### config.mk
export PLATFORM = sky130hd
export DESIGN_NAME = job_queue_with_cancel
export DESIGN_NICKNAME = d
export VERILOG_FILES = /design/src/design/jqc_pkg.sv /design/src/design/jqc_dp.sv /design/src/design/jqc_ctrl.sv /design/src/design/job_queue_with_cancel.sv
export SDC_FILE = /design/constraint.sdc
export NUM_CORES = 1
export LEC_CHECK = 0
export BUFFER_PORTS_ARGS = -buffer_cell sky130_fd_sc_hd__buf_2
export CAP_MARGIN = 20
export CORE_ASPECT_RATIO = 0.6
export CORE_MARGIN = 2
export CORE_UTILIZATION = 35
export CTS_CLUSTER_DIAMETER = 200
export DETAILED_ROUTE_END_ITERATION = 12
export SLEW_MARGIN = 5
export SYNTH_ARGS = -nofsm -noshare
export SYNTH_HDL_FRONTEND = slang
export SYNTH_HIERARCHICAL = 1
export SYNTH_SLANG_ARGS = --single-unit
### constraint.sdc
create_clock -name i_clk -period 13.45 [get_ports i_clk]
set_input_delay 2.0175 -clock i_clk [delete_from_list [all_inputs] [get_ports i_clk]]
set_output_delay 2.0175 -clock i_clk [all_outputs]
set_load 0.05 [all_outputs]
### src/design/jqc_pkg.sv
// Shared types and constants for the job queue with cancel.
// Used by jqc_ctrl, jqc_dp and job_queue_with_cancel; depends on nothing.
package jqc_pkg;

    localparam int DEPTH_DEF    = 16;
    localparam int KEY_BITS_DEF = 32;

    localparam int CMD_W = 3;
    localparam int KEY_W = 32;
    localparam int ST_W  = 2;
    localparam int OCC_W = 5;

    typedef enum logic [CMD_W-1:0] {
        CMD_ENQ    = 3'd0,
        CMD_DEQ    = 3'd1,
        CMD_CANCEL = 3'd2,
        CMD_HEAD   = 3'd3,
        CMD_LIST   = 3'd4
    } t_cmd;

    typedef enum logic [ST_W-1:0] {
        ST_OK       = 2'd0,
        ST_EMPTY    = 2'd1,
        ST_NOTFOUND = 2'd2,
        ST_FULL     = 2'd3
    } t_status;

    typedef enum logic [1:0] {
        KS_ZERO = 2'd0,
        KS_RD   = 2'd1,
        KS_HOLD = 2'd2
    } t_key_src;

    typedef struct packed {
        logic     load_in;
        logic     ptr_clr;
        logic     ptr_inc;
        logic     rd_en;
        logic     rd_next;
        logic     wr_en;
        logic     wr_key;
        logic     cnt_inc;
        logic     cnt_dec;
        logic     hold_load;
        logic     out_load;
        t_status  out_status;
        t_key_src out_src;
        logic     out_last;
    } t_dp_ctrl;

    typedef struct packed {
        logic count_zero;
        logic full;
        logic ptr_end;
        logic ptr_at_last;
        logic match;
        logic out_free;
    } t_dp_stat;

endpackage

### src/design/jqc_dp.sv
// Datapath of the job queue: entry memory, count, index pointer, output word register.
// Depends on jqc_pkg; driven by jqc_ctrl.
module jqc_dp #(
    parameter int DEPTH    = jqc_pkg::DEPTH_DEF,
    parameter int KEY_BITS = jqc_pkg::KEY_BITS_DEF
) (
    input  logic                        i_clk,
    input  logic                        i_rst_n,
    input  logic [jqc_pkg::KEY_W-1:0]   i_job_key,
    input  jqc_pkg::t_dp_ctrl           i_ctrl,
    output jqc_pkg::t_dp_stat           o_stat,
    input  logic                        i_out_stall,
    output logic                        o_out_valid,
    output logic [jqc_pkg::ST_W-1:0]    o_status,
    output logic [jqc_pkg::KEY_W-1:0]   o_result_key,
    output logic                        o_last,
    output logic [jqc_pkg::OCC_W-1:0]   o_occupancy
);

    localparam int KW = (KEY_BITS < jqc_pkg::KEY_W) ? KEY_BITS : jqc_pkg::KEY_W;
    localparam int AW = $clog2(DEPTH);
    localparam int CW = $clog2(DEPTH + 1);

    logic [KW-1:0] r_mem [DEPTH];
    logic [KW-1:0] r_rd_data;
    logic [KW-1:0] r_key;
    logic [KW-1:0] r_hold;
    logic [CW-1:0] r_count;
    logic [CW-1:0] r_ptr;

    logic                      r_out_valid;
    logic [jqc_pkg::ST_W-1:0]  r_status;
    logic [jqc_pkg::KEY_W-1:0] r_result_key;
    logic                      r_last;
    logic [jqc_pkg::OCC_W-1:0] r_occupancy;

    logic [CW:0]                 ptr_plus1;
    logic [AW-1:0]               rd_addr;
    logic [AW-1:0]               wr_addr;
    logic [KW-1:0]               wr_data;
    logic [jqc_pkg::KEY_W-1:0]   out_key;

    assign ptr_plus1 = {1'b0, r_ptr} + (CW+1)'(1);
    assign rd_addr   = i_ctrl.rd_next ? ptr_plus1[AW-1:0] : r_ptr[AW-1:0];
    assign wr_addr   = i_ctrl.wr_key ? r_count[AW-1:0] : r_ptr[AW-1:0];
    assign wr_data   = i_ctrl.wr_key ? r_key : r_rd_data;

    always_ff @(posedge i_clk) begin
        if (i_ctrl.wr_en) begin
            r_mem[wr_addr] <= wr_data;
        end
    end

    always_ff @(posedge i_clk) begin
        if (i_ctrl.rd_en) begin
            r_rd_data <= r_mem[rd_addr];
        end
    end

    always_ff @(posedge i_clk) begin
        if (i_ctrl.load_in) begin
            r_key <= KW'(i_job_key);
        end
        if (i_ctrl.hold_load) begin
            r_hold <= r_rd_data;
        end
    end

    always_ff @(posedge i_clk) begin
        if (!i_rst_n) begin
            r_count <= '0;
            r_ptr   <= '0;
        end else begin
            if (i_ctrl.cnt_inc) begin
                r_count <= r_count + CW'(1);
            end else if (i_ctrl.cnt_dec) begin
                r_count <= r_count - CW'(1);
            end
            if (i_ctrl.ptr_clr) begin
                r_ptr <= '0;
            end else if (i_ctrl.ptr_inc) begin
                r_ptr <= r_ptr + CW'(1);
            end
        end
    end

    always_comb begin
        case (i_ctrl.out_src)
            jqc_pkg::KS_ZERO: out_key = '0;
            jqc_pkg::KS_RD:   out_key = jqc_pkg::KEY_W'(r_rd_data);
            jqc_pkg::KS_HOLD: out_key = jqc_pkg::KEY_W'(r_hold);
            default:          out_key = '0;
        endcase
    end

    always_ff @(posedge i_clk) begin
        if (!i_rst_n) begin
            r_out_valid <= 1'b0;
        end else if (i_ctrl.out_load) begin
            r_out_valid <= 1'b1;
        end else if (!i_out_stall) begin
            r_out_valid <= 1'b0;
        end
    end

    always_ff @(posedge i_clk) begin
        if (i_ctrl.out_load) begin
            r_status     <= i_ctrl.out_status;
            r_result_key <= out_key;
            r_last       <= i_ctrl.out_last;
            r_occupancy  <= jqc_pkg::OCC_W'(r_count);
        end
    end

    assign o_stat.count_zero  = (r_count == '0);
    assign o_stat.full        = (r_count == CW'(DEPTH));
    assign o_stat.ptr_end     = (r_ptr == r_count);
    assign o_stat.ptr_at_last = (ptr_plus1 == {1'b0, r_count});
    assign o_stat.match       = (r_rd_data == r_key);
    assign o_stat.out_free    = !r_out_valid || !i_out_stall;

    assign o_out_valid  = r_out_valid;
    assign o_status     = r_status;
    assign o_result_key = r_result_key;
    assign o_last       = r_last;
    assign o_occupancy  = r_occupancy;

endmodule

### src/design/jqc_ctrl.sv
// Controller state machine of the job queue: decodes commands, sequences
// search, shift and list walks. Depends on jqc_pkg; drives jqc_dp.
module jqc_ctrl (
    input  logic                        i_clk,
    input  logic                        i_rst_n,
    input  logic                        i_in_valid,
    input  logic [jqc_pkg::CMD_W-1:0]   i_command,
    output logic                        o_in_stall,
    input  jqc_pkg::t_dp_stat           i_stat,
    output jqc_pkg::t_dp_ctrl           o_ctrl
);

    typedef enum logic [3:0] {
        S_IDLE,
        S_ENQ_WR,
        S_HEAD_RD,
        S_HEAD_CAP,
        S_SCAN_RD,
        S_SCAN_CMP,
        S_SHIFT_RD,
        S_SHIFT_WR,
        S_LIST_RD,
        S_LIST_OUT,
        S_RESP
    } t_state;

    t_state             r_state, n_state;
    jqc_pkg::t_cmd      r_op, n_op;
    jqc_pkg::t_status   r_status, n_status;
    jqc_pkg::t_key_src  r_src, n_src;

    logic accept;

    assign accept     = i_in_valid && (r_state == S_IDLE);
    assign o_in_stall = (r_state != S_IDLE);

    always_comb begin
        n_state  = r_state;
        n_op     = r_op;
        n_status = r_status;
        n_src    = r_src;
        o_ctrl   = '0;
        case (r_state)
            S_IDLE: begin
                if (accept) begin
                    o_ctrl.load_in = 1'b1;
                    o_ctrl.ptr_clr = 1'b1;
                    n_op           = jqc_pkg::t_cmd'(i_command);
                    n_src          = jqc_pkg::KS_ZERO;
                    case (jqc_pkg::t_cmd'(i_command))
                        jqc_pkg::CMD_ENQ: begin
                            if (i_stat.full) begin
                                n_status = jqc_pkg::ST_FULL;
                                n_state  = S_RESP;
                            end else begin
                                n_state  = S_ENQ_WR;
                            end
                        end
                        jqc_pkg::CMD_DEQ, jqc_pkg::CMD_HEAD: begin
                            if (i_stat.count_zero) begin
                                n_status = jqc_pkg::ST_EMPTY;
                                n_state  = S_RESP;
                            end else begin
                                n_state  = S_HEAD_RD;
                            end
                        end
                        jqc_pkg::CMD_CANCEL: begin
                            n_state = S_SCAN_RD;
                        end
                        jqc_pkg::CMD_LIST: begin
                            if (i_stat.count_zero) begin
                                n_status = jqc_pkg::ST_EMPTY;
                                n_state  = S_RESP;
                            end else begin
                                n_state  = S_LIST_RD;
                            end
                        end
                        default: begin
                            n_state = S_IDLE;
                        end
                    endcase
                end
            end
            S_ENQ_WR: begin
                o_ctrl.wr_en   = 1'b1;
                o_ctrl.wr_key  = 1'b1;
                o_ctrl.cnt_inc = 1'b1;
                n_status       = jqc_pkg::ST_OK;
                n_src          = jqc_pkg::KS_ZERO;
                n_state        = S_RESP;
            end
            S_HEAD_RD: begin
                o_ctrl.rd_en = 1'b1;
                n_state      = S_HEAD_CAP;
            end
            S_HEAD_CAP: begin
                o_ctrl.hold_load = 1'b1;
                n_status         = jqc_pkg::ST_OK;
                n_src            = jqc_pkg::KS_HOLD;
                n_state          = (r_op == jqc_pkg::CMD_DEQ) ? S_SHIFT_RD : S_RESP;
            end
            S_SCAN_RD: begin
                if (i_stat.ptr_end) begin
                    n_status = jqc_pkg::ST_NOTFOUND;
                    n_src    = jqc_pkg::KS_ZERO;
                    n_state  = S_RESP;
                end else begin
                    o_ctrl.rd_en = 1'b1;
                    n_state      = S_SCAN_CMP;
                end
            end
            S_SCAN_CMP: begin
                if (i_stat.match) begin
                    n_status = jqc_pkg::ST_OK;
                    n_src    = jqc_pkg::KS_ZERO;
                    n_state  = S_SHIFT_RD;
                end else begin
                    o_ctrl.ptr_inc = 1'b1;
                    n_state        = S_SCAN_RD;
                end
            end
            S_SHIFT_RD: begin
                if (i_stat.ptr_at_last) begin
                    o_ctrl.cnt_dec = 1'b1;
                    n_state        = S_RESP;
                end else begin
                    o_ctrl.rd_en   = 1'b1;
                    o_ctrl.rd_next = 1'b1;
                    n_state        = S_SHIFT_WR;
                end
            end
            S_SHIFT_WR: begin
                o_ctrl.wr_en   = 1'b1;
                o_ctrl.ptr_inc = 1'b1;
                n_state        = S_SHIFT_RD;
            end
            S_LIST_RD: begin
                o_ctrl.rd_en = 1'b1;
                n_state      = S_LIST_OUT;
            end
            S_LIST_OUT: begin
                if (i_stat.out_free) begin
                    o_ctrl.out_load   = 1'b1;
                    o_ctrl.out_status = jqc_pkg::ST_OK;
                    o_ctrl.out_src    = jqc_pkg::KS_RD;
                    o_ctrl.out_last   = i_stat.ptr_at_last;
                    if (i_stat.ptr_at_last) begin
                        n_state = S_IDLE;
                    end else begin
                        o_ctrl.ptr_inc = 1'b1;
                        n_state        = S_LIST_RD;
                    end
                end
            end
            S_RESP: begin
                if (i_stat.out_free) begin
                    o_ctrl.out_load   = 1'b1;
                    o_ctrl.out_status = r_status;
                    o_ctrl.out_src    = r_src;
                    o_ctrl.out_last   = 1'b1;
                    n_state           = S_IDLE;
                end
            end
            default: begin
                n_state = S_IDLE;
            end
        endcase
    end

    always_ff @(posedge i_clk) begin
        if (!i_rst_n) begin
            r_state  <= S_IDLE;
            r_op     <= jqc_pkg::CMD_ENQ;
            r_status <= jqc_pkg::ST_OK;
            r_src    <= jqc_pkg::KS_ZERO;
        end else begin
            r_state  <= n_state;
            r_op     <= n_op;
            r_status <= n_status;
            r_src    <= n_src;
        end
    end

endmodule

### src/design/job_queue_with_cancel.sv
// Top level of the job queue with cancel: controller plus datapath.
// Depends on jqc_pkg, jqc_ctrl and jqc_dp.
//
// Usage: the input channel (i_in_valid / o_in_stall) takes one word with a
// command (enqueue, dequeue, cancel, head, list) and a job key. The output
// channel (o_out_valid / i_out_stall) returns status, key, last flag and the
// occupancy after the command. Every command gives one result word, list
// gives one per entry with o_last on the final one (one empty-status word if
// the queue is empty); codes 5..7 give none. One item is in work at a time;
// the entry memory has a registered read, and each entry moved by dequeue or
// cancel is read in one state and written back one slot lower in the next.
// Cancel reads and compares the entries in order until one matches the key.
// Reset (synchronous, active low) empties the queue and drops any pending
// output word; memory contents are not cleared and need no clearing pass.
// While the receiver stalls, the output word holds and the block waits
// before loading the next word; o_in_stall stays high until the item is done.
module job_queue_with_cancel #(
    parameter int DEPTH    = jqc_pkg::DEPTH_DEF,
    parameter int KEY_BITS = jqc_pkg::KEY_BITS_DEF
) (
    input  logic                        i_clk,
    input  logic                        i_rst_n,
    input  logic                        i_in_valid,
    output logic                        o_in_stall,
    input  logic [jqc_pkg::CMD_W-1:0]   i_command,
    input  logic [jqc_pkg::KEY_W-1:0]   i_job_key,
    output logic                        o_out_valid,
    input  logic                        i_out_stall,
    output logic [jqc_pkg::ST_W-1:0]    o_status,
    output logic [jqc_pkg::KEY_W-1:0]   o_result_key,
    output logic                        o_last,
    output logic [jqc_pkg::OCC_W-1:0]   o_occupancy
);

    jqc_pkg::t_dp_ctrl ctrl;
    jqc_pkg::t_dp_stat stat;

    jqc_ctrl u_ctrl (
        .i_clk      (i_clk),
        .i_rst_n    (i_rst_n),
        .i_in_valid (i_in_valid),
        .i_command  (i_command),
        .o_in_stall (o_in_stall),
        .i_stat     (stat),
        .o_ctrl     (ctrl)
    );

    jqc_dp #(
        .DEPTH    (DEPTH),
        .KEY_BITS (KEY_BITS)
    ) u_dp (
        .i_clk        (i_clk),
        .i_rst_n      (i_rst_n),
        .i_job_key    (i_job_key),
        .i_ctrl       (ctrl),
        .o_stat       (stat),
        .i_out_stall  (i_out_stall),
        .o_out_valid  (o_out_valid),
        .o_status     (o_status),
        .o_result_key (o_result_key),
        .o_last       (o_last),
        .o_occupancy  (o_occupancy)
    );

    a_err_key_zero: assert property (@(posedge i_clk) disable iff (!i_rst_n)
        o_out_valid && (o_status != jqc_pkg::ST_OK) |-> o_result_key == '0)
        else $error("non-ok result carries a key");

    a_empty_occ: assert property (@(posedge i_clk) disable iff (!i_rst_n)
        o_out_valid && (o_status == jqc_pkg::ST_EMPTY) |-> o_occupancy == '0)
        else $error("empty status with nonzero occupancy");

    a_full_occ: assert property (@(posedge i_clk) disable iff (!i_rst_n)
        o_out_valid && (o_status == jqc_pkg::ST_FULL)
            |-> o_occupancy == jqc_pkg::OCC_W'(DEPTH))
        else $error("full status without a full queue");

    a_load_needs_room: assert property (@(posedge i_clk) disable iff (!i_rst_n)
        ctrl.out_load |-> stat.out_free)
        else $error("output word overwritten while stalled");

endmodule
Word level (Yosys, flattened, before mapping). Memories as Yosys holds them, arrays and structs flattened. A register that Yosys moved wholly into a read port is not among the register bits. Cells that the tools add are included.

Memories kept: 1. Register bits: 126. Memory bits (writable): 512. Output and inout port bits: 42. Word-level logic and storage cells: 121.

Memories: u_dp.r_mem (words 16, width 32, rd ports 1, clocked after Yosys merged registers in 1, write ports 1, line jqc_dp.sv:24) `logic [KW-1:0] r_mem [DEPTH];`.

Reduce and logical (&&, ||, !) cells: 21. Equal/unequal tests: 30. Add/subtract/negate cells: 4. Bitwise gates (word level): 1. Muxes and demuxes: 51.

Operators by type and width (number): $pmux W32 S2 (1); $mux W4 (11); $pmux W4 S11 (1); $eq A32 B32 Y1 (1); $mux W32 (1); $mux W2 (13); $eq A4 B3 Y1 const B (4); $pmux W4 S4 (1); $mux W1 (13); $eq A4 B4 Y1 const B (3); $mux W6 (2); $pmux W6 S2 (1); $add A5 B1 Y5 const B (2); $mux W5 (2); $pmux W2 S5 (1); $reduce_or A2 Y1 (5); $ne A3 B3 Y1 const B (3); $eq A4 B2 Y1 const B (2); $ne A2 B2 Y1 const B (4); $pmux W2 S4 (1); $reduce_bool A4 Y1 (2); $reduce_and A7 Y1 (1); $add A5 B1 Y6 const B (1); $eq A3 B1 Y1 const B (2); other kinds (25) (29).

Longest topological paths before layout.
Depth in word-level cells: 6. Mapped depth: 16. Depth with buffers taken out: 12.

Modules after synthesis. Netlist, hierarchy kept.

Modules (own cells, without submodules): jqc_dp (instances 1, area an instance 29403.2 µm², cells an instance 1959, seq. area each 19678.9 µm²); jqc_ctrl (instances 1, area an instance 880.8 µm², cells an instance 125, seq. area each 200.2 µm²).

Worst setup path after synthesis. No wires, ideal clock.

Path kind: in2reg. Start: in i_out_stall. End: reg u_dp.r_last (netlist: u_dp/o_last), enable pin. Stages on the path: 3. Data required time: 12.998 ns. Slack: 8.775 ns. Buffers on the path: 0. Arrival time: 4.223 ns. Path through: nand2_1 > nand2_1 > a21oi_1.

RTL lines: start: declaration (line job_queue_with_cancel.sv:28) `input logic i_out_stall,`; end signal: assignment (line jqc_dp.sv:110) `r_last <= i_ctrl.out_last;`; end: declaration (line jqc_dp.sv:34) `logic r_last;`.

==> out/qor.tcl <==
set qor(clock_insertion_delay_worst_skew_ps) 630
set qor(drive_gt1_share_pct) 13.4
set qor(cts_tree) {yes}
set qor(critical_path_required_ps) 13950
set qor(core_region_area_sq_um) 85600
set qor(p_comb_share_pct) 18.4
set qor(sw_frac_of_total_pct) 30.2
set qor(vias_per_cell) 5.81
set qor(floorplan.initialDensity_pct) 35.4
set qor(gpl.final_weighted_congestion) 0.825
set qor(drt-total-wl_mm) 85.1
set qor(setup_violation_total_in_the_final_timing_report) 0
set qor(postCtsSetupBuffers) 0
set qor(wire_per_inst_um) 25.7
set qor(fin_setup_tns_ps) 0
set qor(slew_violations) 0
set qor(power.share.sequential_pct) 51.3
set qor(synth_area_sq_um) 30300
set qor(io_pins) 81
set qor(first_global_vias) 18492
set qor(first_pass_grt_wire_length_mm) 123
set qor(postCtsResizedCells) 0
set qor(syn-num-nets) 2130
set qor(layout-area-overhead-vs-synth_pct) 11.8
set qor(die_x_um) 384
set qor(power.share.clock_pct) 30.3
set qor(synthTopCellsByArea) {edfxtp_1 (64%), mux2i_1 (13%), a22oi_1 (2.4%)}
set qor(timing.final.hold_violations) 0
set qor(p_per_cell_area_nw_per_um2) 164
set qor(postSynthCellCount) 2084
set qor(antenna_found_initial) 1
set qor(die_area_sq_um) 89000
set qor(numPortBuffers) 80
set qor(worst_slew_margin_relative_to_its_limit_pct) 25.5
set qor(first_iter_violations) 2175
set qor(finalCritPeriodShare_pct) 39.8
set qor(synth_top_cells_by_count) {edfxtp_1 (648), mux2i_1 (388), a22oi_1 (96)}
set qor(path_clk_slew_ps) 70
set qor(tritoncts.num_buffers) 57
set qor(dominantRegCellSynth) {edfxtp_1}
set qor(ctsHoldBuffers) 0
set qor(arrival_worst_endpoint_ps) 5850
set qor(path_max_fanout) 50
set qor(ys.warnings.count) 6
set qor(route.detailed.drc) 0
set qor(p_leak_nw) 10.2
set qor(fin_util_pct) 39.6
set qor(max_freq_ghz) 0.187
set qor(synth_largest_type_area_fraction_pct) 64.3
set qor(postSynthRegisterBits) 669
set qor(count_leader_synth) {edfxtp_1}
set qor(avgSynthCellArea_sq_um) 14.5
set qor(max_cap_viol_count) 0
set qor(finClkSkew_ps) 30.3
set qor(rsz_0062_raised_after_global_routing) {no}
set qor(worst_setup_path_end_kind) {flip-flop}
set qor(firstDrtPassIters) 6
set qor(residual_overflow_from_global_routing) 0
set qor(max-vdd-ir-drop_mv) 0.112
set qor(maximum_buffer_depth_of_the_clock_tree) 3
set qor(worstSetupPathType) {reg -> reg}
set qor(intPower_w) 0.00387
set qor(timing.hold.worst.class) {reg -> reg}
set qor(final_net_count) 2162
set qor(async_reset_ff_share_pct) 0
set qor(routed-via-count) 19234
set qor(cts.root.buffer_cell) {clkbuf_16}
set qor(clock_sinks) 669
set qor(power.net_switching_w) 0.00168
set qor(synthDistinctLibCells) 67
set qor(grt_max_degree) 82
set qor(worstSetupStartpointType) {flip-flop}
set qor(layout.filler_cells) 7813
set qor(synth.yosys.seq_area_share_pct) 65.6
set qor(grt.total_usage_pct) 18.6
set qor(tightest_slew_ps) 1110
set qor(fp.dieH_um) 232
set qor(rows) 83
set qor(antenna_left) 0
set qor(synth_top_area_cell) {edfxtp_1}
set qor(status) {finished clean}
set qor(h-tree-depth) 2
set qor(number_of_synthesized_flops_with_an_enable_pin) 648
set qor(min_clock_period_post_route_ps) 5350
set qor(dp_hpwl_mm) 48.7
-- power groups by stage --
stage          registers [W]  clock network, W  logic [W]
2_1_floorplan        0.00282                 0   0.000637
5_1_grt              0.00285           0.00180    0.00109
3_5_place_dp         0.00289                 0   0.000989
4_1_cts              0.00284           0.00171   0.000994
6_report             0.00285           0.00168    0.00102
3_3_place_gp         0.00288                 0   0.000958
-- path summary, 6_finish.rpt --
kind / startpoint / end / slack (ps) / cells past startpoint
min: u_ctrl/r_op[0] / u_ctrl/r_op[0] / 460 / 2
min reg2reg: u_ctrl/r_op[0] / u_ctrl/r_op[0] / 460 / 2
max: u_dp/r_ptr[0] / u_dp/r_rd_data[13] / 8100 / 14
max reg2reg: u_dp/r_ptr[0] / u_dp/r_rd_data[13] / 8100 / 14
-- placed cells by master, fill, tap and decap left out, types with 51 or more instances in the layout --
| master | count |
|---|---|
| edfxtp_1 | 648 |
| mux2i_1 | 387 |
| a22oi_1 | 96 |
| nand2_1 | 92 |
| buf_2 | 80 |
| o22ai_1 | 66 |
| and3_1 | 66 |
| clkbuf_16 | 61 |
| nor2_1 | 54 |
| a21oi_1 | 51 |
-- cell type report --
type	count	area (sq um)	area share (%)
diodes	1	2.50	0.00739
clock buffers	72	1580	4.66
clock inverters	34	287	0.847
inverters	17	63.8	0.189
multi-input cells	1242	9800	29.0
flip-flops and latches	669	19900	58.8
well taps	1147	1440	4.24
repair buffers	129	788	2.33
-- worst max-delay path, stage by stage, from the launching register on --
cell	delay (ps)
dfxtp_4	880
ha_4	330
nand2b_1	140
a221oi_1	90
a211oi_1	270
o22ai_1	110
o2111a_1	240
nor2b_2	800
and2_2	580
buf_4	730
nand2_1	130
buf_4	340
o22ai_1	280
o31ai_1	120
nand3_1	100
-- routing by layer --
layer | up-vias | share of wire [%] | global-route usage, %
met4 | 0 | 2.0 | 4.46
met2 | 879 | 41 | 25.9
li1 | 8324 | - | -
met3 | 121 | 11 | 5.34
met1 | 9910 | 46 | 28.2
met5 | - | 0 | 0
-- metrics by stage --
stage	power [W]	worst slack [ps]	area, sq um	cells	hold slack [ps]
2_1_floorplan	0.00346	8770	30300	2084	432
3_3_place_gp	0.00384	8230	32000	3203	441
6_report	0.00554	8100	33800	3311	462
4_1_cts	0.00554	8220	33800	3309	461
5_1_grt	0.00574	7830	33800	3310	489
3_5_place_dp	0.00388	8260	32000	3203	451
-- sequential cells by signal (all words and copies together) (netlist names), 2 cells and up --
signal	count
u_dp/o_occupancy	5
u_dp/r_key	32
u_dp/r_ptr	5
u_dp/o_status	2
u_dp/r_mem	512
u_ctrl/r_state	4
u_dp/r_hold	32
u_ctrl/r_op	3
u_dp/r_rd_data	32
u_dp/r_count	5
u_ctrl/r_status	2
u_dp/o_result_key	32
-- kinds of logic (layout without fill, tap and decap cells) --
group                      after synthesis  count (layout)  synth area share [%]
buffers and inverters                  173             252                  2.88
AOI/OAI and AO/OA                      427             427                  9.97
other                                    0               1                     0
muxes                                  421             421                  14.1
adders and majority gates                7               7                 0.314
DFF                                    669             669                  65.6
and+or+nand+nor                        332             332                  5.49
xor gates and xnor gates                55              55                  1.64
No activity file was read; power rests on OpenSTA's default activity.
